===== config.mk =====
export PLATFORM = sky130hd
export DESIGN_NAME = rpn_stack_evaluator
export DESIGN_NICKNAME = d
export VERILOG_FILES = /design/src/rtl/core/rpn_pkg.sv /design/src/rtl/core/rpn_stack_evaluator.sv /design/src/rtl/core/rpn_front.sv /design/src/rtl/core/rpn_fifo.sv /design/src/rtl/core/rpn_div.sv /design/src/rtl/core/rpn_back.sv
export SDC_FILE = /design/constraint.sdc
export NUM_CORES = 1
export LEC_CHECK = 0
export BUFFER_PORTS_ARGS = -buffer_cell sky130_fd_sc_hd__buf_2
export CAP_MARGIN = 40
export CORE_UTILIZATION = 60
export DETAILED_ROUTE_END_ITERATION = 16
export GPL_ROUTABILITY_DRIVEN = 0
export MAX_ROUTING_LAYER = met4
export PLACE_DENSITY = 0.86
export SETUP_SLACK_MARGIN = 0.5
export SLEW_MARGIN = 15
export SYNTH_ARGS = -nofsm -noshare
export SYNTH_HDL_FRONTEND = slang
export SYNTH_SLANG_ARGS = --single-unit

===== constraint.sdc =====
create_clock -name clk_i -period 10.97 [get_ports clk_i]
set_input_delay 1.097 -clock clk_i [delete_from_list [all_inputs] [get_ports clk_i]]
set_output_delay 1.097 -clock clk_i [all_outputs]
set_load 0.005 [all_outputs]

===== src/rtl/core/rpn_pkg.sv =====
// Shared types and constants for the reverse Polish notation stack evaluator.
`default_nettype none

package rpn_pkg;

  // ASCII codes the front end recognises
  localparam logic [7:0] CH_TAB   = 8'h09;
  localparam logic [7:0] CH_CR    = 8'h0D;
  localparam logic [7:0] CH_SPACE = 8'h20;
  localparam logic [7:0] CH_ZERO  = 8'h30;
  localparam logic [7:0] CH_NINE  = 8'h39;
  localparam logic [7:0] CH_PLUS  = 8'h2B;
  localparam logic [7:0] CH_MINUS = 8'h2D;
  localparam logic [7:0] CH_STAR  = 8'h2A;
  localparam logic [7:0] CH_SLASH = 8'h2F;
  localparam logic [7:0] CH_EQUAL = 8'h3D;

  // Decoupling queue between front and back
  localparam int unsigned QUEUE_DEPTH = 2;
  localparam int unsigned QPTR_W      = $clog2(QUEUE_DEPTH);
  localparam int unsigned QCNT_W      = $clog2(QUEUE_DEPTH + 1);

  // Result status codes
  typedef enum logic [2:0] {
    STAT_OK    = 3'd0,
    STAT_SPACE = 3'd1,
    STAT_VALUE = 3'd2,
    STAT_OVER  = 3'd3,
    STAT_UNDER = 3'd4,
    STAT_MANY  = 3'd5,
    STAT_DIV0  = 3'd6,
    STAT_QUIT  = 3'd7
  } rpn_status_e;

  // Symbol classes produced by the front end
  typedef enum logic [2:0] {
    OP_DIGIT = 3'd0,
    OP_ADD   = 3'd1,
    OP_SUB   = 3'd2,
    OP_MUL   = 3'd3,
    OP_DIV   = 3'd4,
    OP_EQ    = 3'd5,
    OP_SPACE = 3'd6,
    OP_QUIT  = 3'd7
  } rpn_op_e;

  // Back-end sequencer states
  typedef enum logic [1:0] {
    S_IDLE,
    S_EXEC,
    S_DIV_WAIT
  } rpn_state_e;

  // One classified symbol
  typedef struct packed {
    rpn_op_e    op;
    logic [3:0] digit;
  } rpn_item_t;

  // Queue write side, front to queue
  typedef struct packed {
    logic      valid;
    rpn_item_t item;
  } rpn_push_t;

  // Queue read side, queue to back
  typedef struct packed {
    logic      valid;
    rpn_item_t item;
  } rpn_head_t;

endpackage

`default_nettype wire


===== src/rtl/core/rpn_stack_evaluator.sv =====
// Path: symbol -> queue -> back-end sequencer -> result register. Digits, blanks, '=' and stack
// errors load the result in S_IDLE, + - * and divide by zero in S_EXEC, / in S_DIV_WAIT.
// Throughput: one symbol per cycle for non-arithmetic symbols while the result side is not stalled;
// + - * and / hold the sequencer until loaded; the divider gives one quotient bit per cycle.
// Reset: stack empty, queue and result valid flag cleared; stack storage and result payload are not cleared.
`default_nettype none

module rpn_stack_evaluator #(
  parameter int unsigned STACK_DEPTH = 128
) (
  input  wire logic        clk_i,
  input  wire logic        rst_ni,
  input  wire logic        s_axis_tvalid,
  output logic             s_axis_tready,
  input  wire logic [7:0]  s_axis_tdata,   // [7:0] symbol
  output logic             m_axis_tvalid,
  input  wire logic        m_axis_tready,
  output logic [23:0]      m_axis_tdata    // [2:0] status, [10:3] value, [18:11] stack_depth
);

  rpn_pkg::rpn_push_t   push;
  rpn_pkg::rpn_head_t   head;
  logic                 q_full, q_pop;
  rpn_pkg::rpn_status_e status;
  logic [7:0]           value, depth;

  rpn_front u_front (
    .s_valid_i (s_axis_tvalid),
    .s_ready_o (s_axis_tready),
    .symbol_i  (s_axis_tdata),
    .q_full_i  (q_full),
    .push_o    (push)
  );

  rpn_fifo u_fifo (
    .clk_i  (clk_i),
    .rst_ni (rst_ni),
    .push_i (push),
    .full_o (q_full),
    .head_o (head),
    .pop_i  (q_pop)
  );

  rpn_back #(
    .STACK_DEPTH (STACK_DEPTH)
  ) u_back (
    .clk_i        (clk_i),
    .rst_ni       (rst_ni),
    .head_i       (head),
    .pop_o        (q_pop),
    .out_ready_i  (m_axis_tready),
    .out_valid_o  (m_axis_tvalid),
    .out_status_o (status),
    .out_value_o  (value),
    .out_depth_o  (depth)
  );

  assign m_axis_tdata = {5'b00000, depth, value, status};

`ifndef NO_ASSERTIONS
  // Value is only non-zero on a delivered expression value
  assert property (@(posedge clk_i) disable iff (!rst_ni)
    m_axis_tvalid && (status != rpn_pkg::STAT_VALUE) |-> value == '0)
    else $error("value non-zero on non-value result");

  // Errors and '=' leave the stack empty
  assert property (@(posedge clk_i) disable iff (!rst_ni)
    m_axis_tvalid && (status == rpn_pkg::STAT_OVER || status == rpn_pkg::STAT_UNDER ||
      status == rpn_pkg::STAT_MANY || status == rpn_pkg::STAT_DIV0 ||
      status == rpn_pkg::STAT_QUIT || status == rpn_pkg::STAT_VALUE) |-> depth == '0)
    else $error("stack not cleared after error or value");

  // Back end never pops an empty queue
  assert property (@(posedge clk_i) disable iff (!rst_ni)
    q_pop |-> head.valid)
    else $error("pop from empty queue");

  // Front never pushes into a full queue
  assert property (@(posedge clk_i) disable iff (!rst_ni)
    push.valid |-> !q_full)
    else $error("push into full queue");
`endif

endmodule

`default_nettype wire


===== src/rtl/core/rpn_front.sv =====
// Front end: accepts ASCII symbols and classifies them into operations.
`default_nettype none

module rpn_front (
  input  wire logic              s_valid_i,
  output logic                   s_ready_o,
  input  wire logic [7:0]        symbol_i,
  input  wire logic              q_full_i,
  output rpn_pkg::rpn_push_t     push_o
);

  rpn_pkg::rpn_item_t item;

  // Classify the incoming character
  always_comb begin
    item.op    = rpn_pkg::OP_QUIT;
    item.digit = '0;
    if (symbol_i == rpn_pkg::CH_SPACE ||
        (symbol_i >= rpn_pkg::CH_TAB && symbol_i <= rpn_pkg::CH_CR)) begin
      item.op = rpn_pkg::OP_SPACE;
    end else if (symbol_i >= rpn_pkg::CH_ZERO && symbol_i <= rpn_pkg::CH_NINE) begin
      item.op    = rpn_pkg::OP_DIGIT;
      item.digit = 4'(symbol_i - rpn_pkg::CH_ZERO);
    end else begin
      case (symbol_i)
        rpn_pkg::CH_PLUS:  item.op = rpn_pkg::OP_ADD;
        rpn_pkg::CH_MINUS: item.op = rpn_pkg::OP_SUB;
        rpn_pkg::CH_STAR:  item.op = rpn_pkg::OP_MUL;
        rpn_pkg::CH_SLASH: item.op = rpn_pkg::OP_DIV;
        rpn_pkg::CH_EQUAL: item.op = rpn_pkg::OP_EQ;
        default:           item.op = rpn_pkg::OP_QUIT;
      endcase
    end
  end

  // Accept whenever the queue has room
  assign s_ready_o    = !q_full_i;
  assign push_o.valid = s_valid_i && !q_full_i;
  assign push_o.item  = item;

endmodule

`default_nettype wire


===== src/rtl/core/rpn_fifo.sv =====
// Short queue of classified symbols between front and back end.
`default_nettype none

module rpn_fifo (
  input  wire logic               clk_i,
  input  wire logic               rst_ni,
  input  wire rpn_pkg::rpn_push_t push_i,
  output logic                    full_o,
  output rpn_pkg::rpn_head_t      head_o,
  input  wire logic               pop_i
);

  rpn_pkg::rpn_item_t                  entry_q [rpn_pkg::QUEUE_DEPTH];
  logic [rpn_pkg::QPTR_W-1:0]          wr_ptr_q, wr_ptr_d;
  logic [rpn_pkg::QPTR_W-1:0]          rd_ptr_q, rd_ptr_d;
  logic [rpn_pkg::QCNT_W-1:0]          cnt_q, cnt_d;
  logic                                do_push, do_pop;

  assign full_o      = (cnt_q == rpn_pkg::QCNT_W'(rpn_pkg::QUEUE_DEPTH));
  assign head_o.valid = (cnt_q != '0);
  assign head_o.item  = entry_q[rd_ptr_q];

  assign do_push = push_i.valid && !full_o;
  assign do_pop  = pop_i && head_o.valid;

  // Pointer and count update
  always_comb begin
    wr_ptr_d = wr_ptr_q;
    rd_ptr_d = rd_ptr_q;
    cnt_d    = cnt_q;
    if (do_push) begin
      wr_ptr_d = (wr_ptr_q == rpn_pkg::QPTR_W'(rpn_pkg::QUEUE_DEPTH - 1)) ? '0
                                                                          : wr_ptr_q + 1'b1;
    end
    if (do_pop) begin
      rd_ptr_d = (rd_ptr_q == rpn_pkg::QPTR_W'(rpn_pkg::QUEUE_DEPTH - 1)) ? '0
                                                                          : rd_ptr_q + 1'b1;
    end
    if (do_push && !do_pop) begin
      cnt_d = cnt_q + 1'b1;
    end else if (do_pop && !do_push) begin
      cnt_d = cnt_q - 1'b1;
    end
  end

  always_ff @(posedge clk_i or negedge rst_ni) begin
    if (!rst_ni) begin
      wr_ptr_q <= '0;
      rd_ptr_q <= '0;
      cnt_q    <= '0;
    end else begin
      wr_ptr_q <= wr_ptr_d;
      rd_ptr_q <= rd_ptr_d;
      cnt_q    <= cnt_d;
    end
  end

  // Entry storage
  always_ff @(posedge clk_i) begin
    if (do_push) begin
      entry_q[wr_ptr_q] <= push_i.item;
    end
  end

endmodule

`default_nettype wire


===== src/rtl/core/rpn_div.sv =====
// Iterative signed 8-bit divider, one quotient bit per cycle, truncating toward zero.
`default_nettype none

module rpn_div (
  input  wire logic       clk_i,
  input  wire logic       rst_ni,
  input  wire logic       start_i,
  input  wire logic [7:0] dividend_i,
  input  wire logic [7:0] divisor_i,
  output logic            busy_o,
  output logic [7:0]      quotient_o
);

  logic       busy_q, busy_d;
  logic [2:0] cnt_q, cnt_d;
  logic       neg_q;
  logic [7:0] quo_q, rem_q, den_q;
  logic [8:0] shifted;
  logic [9:0] diff;
  logic       ge;

  // One restoring step
  assign shifted = {rem_q, quo_q[7]};
  assign diff    = {1'b0, shifted} - {2'b00, den_q};
  assign ge      = !diff[9];

  always_comb begin
    busy_d = busy_q;
    cnt_d  = cnt_q;
    if (start_i) begin
      busy_d = 1'b1;
      cnt_d  = 3'd7;
    end else if (busy_q) begin
      cnt_d = cnt_q - 3'd1;
      if (cnt_q == 3'd0) begin
        busy_d = 1'b0;
      end
    end
  end

  always_ff @(posedge clk_i or negedge rst_ni) begin
    if (!rst_ni) begin
      busy_q <= 1'b0;
      cnt_q  <= '0;
    end else begin
      busy_q <= busy_d;
      cnt_q  <= cnt_d;
    end
  end

  // Datapath: magnitudes in, sign fixed up at the output
  always_ff @(posedge clk_i) begin
    if (start_i) begin
      neg_q <= dividend_i[7] ^ divisor_i[7];
      quo_q <= dividend_i[7] ? 8'(-dividend_i) : dividend_i;
      den_q <= divisor_i[7] ? 8'(-divisor_i) : divisor_i;
      rem_q <= '0;
    end else if (busy_q) begin
      rem_q <= ge ? diff[7:0] : shifted[7:0];
      quo_q <= {quo_q[6:0], ge};
    end
  end

  assign busy_o     = busy_q;
  assign quotient_o = neg_q ? 8'(-quo_q) : quo_q;

endmodule

`default_nettype wire


===== src/rtl/core/rpn_back.sv =====
// Back end: operand stack, arithmetic sequencer and result register.
`default_nettype none

module rpn_back #(
  parameter int unsigned STACK_DEPTH = 128
) (
  input  wire logic               clk_i,
  input  wire logic               rst_ni,
  input  wire rpn_pkg::rpn_head_t head_i,
  output logic                    pop_o,
  input  wire logic               out_ready_i,
  output logic                    out_valid_o,
  output rpn_pkg::rpn_status_e    out_status_o,
  output logic [7:0]              out_value_o,
  output logic [7:0]              out_depth_o
);

  localparam int unsigned SP_W = $clog2(STACK_DEPTH + 1);
  localparam int unsigned AW   = $clog2(STACK_DEPTH);

  // Entries below the top of stack; the top lives in tos_q
  logic [7:0]            stack_mem [STACK_DEPTH];
  logic [7:0]            rd_q;
  logic [AW-1:0]         rd_addr, wr_addr;
  logic                  wr_en;

  rpn_pkg::rpn_state_e   state_q, state_d;
  logic [SP_W-1:0]       sp_q, sp_d;
  logic [7:0]            tos_q, tos_d;
  rpn_pkg::rpn_op_e      op_q, op_d;

  logic                  out_valid_q, out_valid_d;
  rpn_pkg::rpn_status_e  out_status_q, res_status;
  logic [7:0]            out_value_q, res_value;
  logic [7:0]            out_depth_q;
  logic                  out_free, load;

  logic signed [15:0]    prod;
  logic [7:0]            alu_res;
  logic                  div_start, div_busy;
  logic [7:0]            div_quo;

  assign rd_addr  = AW'(sp_q - SP_W'(2));
  assign wr_addr  = AW'(sp_q - SP_W'(1));
  assign out_free = !out_valid_q || out_ready_i;

  // Second operand read, registered
  always_ff @(posedge clk_i) begin
    if (wr_en) begin
      stack_mem[wr_addr] <= tos_q;
    end
    rd_q <= stack_mem[rd_addr];
  end

  // Add, subtract, multiply on left = rd_q, right = tos_q
  assign prod = $signed(rd_q) * $signed(tos_q);

  always_comb begin
    case (op_q)
      rpn_pkg::OP_ADD: alu_res = rd_q + tos_q;
      rpn_pkg::OP_SUB: alu_res = rd_q - tos_q;
      rpn_pkg::OP_MUL: alu_res = prod[7:0];
      default:         alu_res = '0;
    endcase
  end

  rpn_div u_div (
    .clk_i      (clk_i),
    .rst_ni     (rst_ni),
    .start_i    (div_start),
    .dividend_i (rd_q),
    .divisor_i  (tos_q),
    .busy_o     (div_busy),
    .quotient_o (div_quo)
  );

  // Sequencer: next state, stack update and result
  always_comb begin
    state_d    = state_q;
    sp_d       = sp_q;
    tos_d      = tos_q;
    op_d       = op_q;
    wr_en      = 1'b0;
    pop_o      = 1'b0;
    div_start  = 1'b0;
    load       = 1'b0;
    res_status = rpn_pkg::STAT_OK;
    res_value  = '0;
    unique case (state_q)
      rpn_pkg::S_IDLE: begin
        if (head_i.valid && out_free) begin
          pop_o = 1'b1;
          unique case (head_i.item.op) inside
            rpn_pkg::OP_SPACE: begin
              load       = 1'b1;
              res_status = rpn_pkg::STAT_SPACE;
            end
            rpn_pkg::OP_DIGIT: begin
              load = 1'b1;
              if (sp_q == SP_W'(STACK_DEPTH)) begin
                res_status = rpn_pkg::STAT_OVER;
                sp_d       = '0;
              end else begin
                wr_en = (sp_q != '0);
                tos_d = {4'b0000, head_i.item.digit};
                sp_d  = sp_q + 1'b1;
              end
            end
            rpn_pkg::OP_ADD, rpn_pkg::OP_SUB, rpn_pkg::OP_MUL, rpn_pkg::OP_DIV: begin
              if (sp_q < SP_W'(2)) begin
                load       = 1'b1;
                res_status = rpn_pkg::STAT_UNDER;
                sp_d       = '0;
              end else begin
                op_d    = head_i.item.op;
                state_d = rpn_pkg::S_EXEC;
              end
            end
            rpn_pkg::OP_EQ: begin
              load = 1'b1;
              sp_d = '0;
              if (sp_q == '0) begin
                res_status = rpn_pkg::STAT_UNDER;
              end else if (sp_q == SP_W'(1)) begin
                res_status = rpn_pkg::STAT_VALUE;
                res_value  = tos_q;
              end else begin
                res_status = rpn_pkg::STAT_MANY;
              end
            end
            default: begin
              load       = 1'b1;
              res_status = rpn_pkg::STAT_QUIT;
              sp_d       = '0;
            end
          endcase
        end
      end
      rpn_pkg::S_EXEC: begin
        if (op_q == rpn_pkg::OP_DIV) begin
          if (tos_q == '0) begin
            if (out_free) begin
              load       = 1'b1;
              res_status = rpn_pkg::STAT_DIV0;
              sp_d       = '0;
              state_d    = rpn_pkg::S_IDLE;
            end
          end else begin
            div_start = 1'b1;
            state_d   = rpn_pkg::S_DIV_WAIT;
          end
        end else if (out_free) begin
          load    = 1'b1;
          tos_d   = alu_res;
          sp_d    = sp_q - 1'b1;
          state_d = rpn_pkg::S_IDLE;
        end
      end
      rpn_pkg::S_DIV_WAIT: begin
        if (!div_busy && out_free) begin
          load    = 1'b1;
          tos_d   = div_quo;
          sp_d    = sp_q - 1'b1;
          state_d = rpn_pkg::S_IDLE;
        end
      end
      default: begin
        state_d = rpn_pkg::S_IDLE;
      end
    endcase
  end

  assign out_valid_d = load || (out_valid_q && !out_ready_i);

  always_ff @(posedge clk_i or negedge rst_ni) begin
    if (!rst_ni) begin
      state_q     <= rpn_pkg::S_IDLE;
      sp_q        <= '0;
      out_valid_q <= 1'b0;
    end else begin
      state_q     <= state_d;
      sp_q        <= sp_d;
      out_valid_q <= out_valid_d;
    end
  end

  // Payload registers
  always_ff @(posedge clk_i) begin
    tos_q <= tos_d;
    op_q  <= op_d;
    if (load) begin
      out_status_q <= res_status;
      out_value_q  <= res_value;
      out_depth_q  <= 8'(sp_d);
    end
  end

  assign out_valid_o  = out_valid_q;
  assign out_status_o = out_status_q;
  assign out_value_o  = out_value_q;
  assign out_depth_o  = out_depth_q;

endmodule

`default_nettype wire


==> reports/results.ini <==
[clock_network]
clk_pin_slew_worst_paths_ns=0.06
clkSinkCount=1120
cts_buffer_depth=3
cts_buffers=107
postCtsSetupBuffers=0
htreeDepth=3
clk_latency_ns=0.70
cts_hold_buf=0
ctsResizeCount=0
cts.root.buffer_cell=clkbuf_16
cts_tree=done

[sta]
setup_viol=0
fin_crit_sh_pct=52.86
slew_viol_final=0
grt_setup_unrepaired=false
finClkSkew_ns=0.03932
fin_crit_ns=5.799
max_freq_mhz=172.4
tightest_slew_ns=1.023
hold_viol=0
tns_ns=0
slew_headroom_pct=31.80

[global_routing]
grt_first_pass_wirelength_mm=169.0
grt_usage_pct=30.78
grt_max_degree=152
grt_pass1_vias=25870
grt_overflow_total=0
antenna_found_initial=2

[yosys]
yosysWarningCount=0
synth.most_common_cell=edfxtp_1
synth_area_leaders=edfxtp_1 (70%), mux4_2 (14%), nor2_1 (1.5%)
ys.flop_type=edfxtp_1
ys_ff_latch=1120
avgSynthCellArea_um2=18.71
async_reset_ff_share_pct=1.696
seq_area_frac_synth_pct=71.92
synth_cell_types=80
yosys.area.top_type=edfxtp_1
postSynthCellCount=2480
yosysTopAreaCellShare_pct=70.21
synth_edf_count=1085
syn_area_um2=46410
synth_common_cells=edfxtp_1 (1085), mux4_2 (296), nor2_1 (188)

[critical_path]
worstPathMaxFanout=87
cp_num_buf_inv=5
end_kind=flip-flop
cp-start-kind=flip-flop
regToRegSetupSlack_ns=5.17
worstReg2RegEnd=u_back.tos_q[7]
path_class=reg2reg
cp_cell_sequence=buf_4, buf_4, nand2_1, fa_1, inv_1, fa_1, fa_1, inv_1, fa_1, inv_1, ha_1, a21oi_1, xnor3_1, xnor3_1, o32ai_1, a22oi_1, nor2_1
cp_top_family=adder cells
crit_required_ns=11.40
slowest_delay_ns=0.81
critPathArrivalTime_ns=6.23
slowest_stage=buf_4
worstReg2RegStart=u_back.tos_q[3]
r2r_cells=17
cpMostUsedCell=fa_1

[die]
die_w_um=280.1
row_count=101
top_level_ports=38
core-area_um2=76200
die_area_um2=78460
die_y_um=280.1
initial_core_util_pct=60.90

[route]
drtPass1Iterations=8
first_iter_violations=4198
via_count=25960
ant_nets=0
drc_errors=0
routed_wl_mm=118.9
drt-wirelength-per-cell_um=32.02
viasPerCell=6.991

[placed_design]
place_inst=3490
portBuffers=32
hpwlAfterDp_mm=66.42

[status]
outcome=finished, final reports clean

[layout]
area_delta_synth_final_pct=11.68
finalNonFillerCells=3714
drive_above_1_share_pct=22.56
nets=2671

[hold_path]
hp-class=in2async

[job]
drv_cap=0

[power]
p_leak_uw=0.01679
vdd.ir_drop.worst_mv=0.3655
power_density_nw_per_um2=303.8

power by group:
part | leakage (µW) | switching, µW | total [µW] | internal [µW]
Sequential | 0.0102 | 190 | 5680 | 5490
Clock | 0.00172 | 1670 | 3760 | 2090
Combinational | 0.00490 | 3850 | 6300 | 2460
worst max path at each step:
stage / cells past startpoint / endpoint / from
3_3_place_gp: 17 / u_back.tos_q[7] / u_back.tos_q[3]
3_5_place_dp: 17 / u_back.tos_q[7] / u_back.tos_q[3]
4_1_cts: 17 / u_back.tos_q[7] / u_back.tos_q[3]
5_1_grt: 17 / u_back.tos_q[7] / u_back.tos_q[3]
2_1_floorplan: 16 / u_back.tos_q[7] / u_back.tos_q[2]
6_report: 17 / u_back.tos_q[7] / u_back.tos_q[3]
placed cells by master, fill, tap and decap left out, drive strengths merged, types with 11 or more instances in the layout:
cell,n
o21ai,49
ha,52
inv,68
nand2,177
clkinv,52
buf,123
nand3,29
clkbuf,126
nor2,189
dfrtp,19
xor2,15
mux2i,20
and2,31
dfxtp,16
xnor2,42
nor3,18
or3,11
bufinv,12
fa,14
nand2b,14
nand4,28
mux4,296
a21oi,41
nor2b,17
a221oi,13
a22oi,19
edfxtp,1085
sequential cells by signal, indices dropped and copies added, names as in the netlist, 3 cells and up:
signal and count:
u_back.rd_q 8, u_back.stack_mem 1024, u_back.u_div.cnt_q 3, u_back.u_div.den_q 8, u_back.tos_q 8, u_back.out_status_o 3
u_back.sp_q 8, u_back.out_value_o 8, u_back.out_depth_o 8, u_back.u_div.rem_q 8, u_back.op_q 3, u_back.u_div.quo_q 8
u_fifo.entry_q 14
layer usage:
metal	global-route usage, %	vias to the layer above	part of all wire [%]
li1	-	10130	-
met1	39.06	13070	33
met2	48.51	2278	49
met3	5.654	483	11
met4	14.95	0	6.1
met5	-	-	0
stage by stage:
stage | power [µW] | setup WS (ns) | hold slack [ns] | utilization, % | instance area (µm²)
floorplan | 9805 | 5.130 | 0.4576 | - | 46420
global placement | 11310 | 5.583 | 0.4780 | 62.47 | 47610
detailed placement | 11590 | 5.472 | 0.4973 | 62.93 | 47950
CTS | 15450 | 5.329 | 0.3503 | 67.57 | 51490
global route | 16200 | 5.007 | 0.3941 | 68.02 | 51830
finish | 15750 | 5.171 | 0.3565 | 68.02 | 51830
cells by family (layout without fill, tap and decap cells):
group / after synthesis / after routing / share of synthesized area (%)
compound gates: 181 / 181 / 2.577
xor+xnor: 59 / 59 / 1.189
fa+ha+maj: 66 / 66 / 2.006
buf+inv: 187 / 385 / 1.885
flops: 1120 / 1120 / 71.92
mux: 317 / 317 / 14.82
other cells: 1 / 7 / 0.008080
simple gates: 549 / 549 / 5.594
final cells by class:
| type | count | area (µm²) |
|---|---|---|
| repair buffers | 123 | 1140 |
| multi-input cells | 1177 | 12230 |
| fillers | 4378 | 24370 |
| diodes | 2 | 5.005 |
| well taps | 1030 | 1289 |
| flip-flops and latches | 1120 | 33380 |
| clock buffers | 126 | 2749 |
| clock inverters | 72 | 793.3 |
| inverters | 64 | 240.2 |
Note: power is estimated with default switching activity, not from simulation.
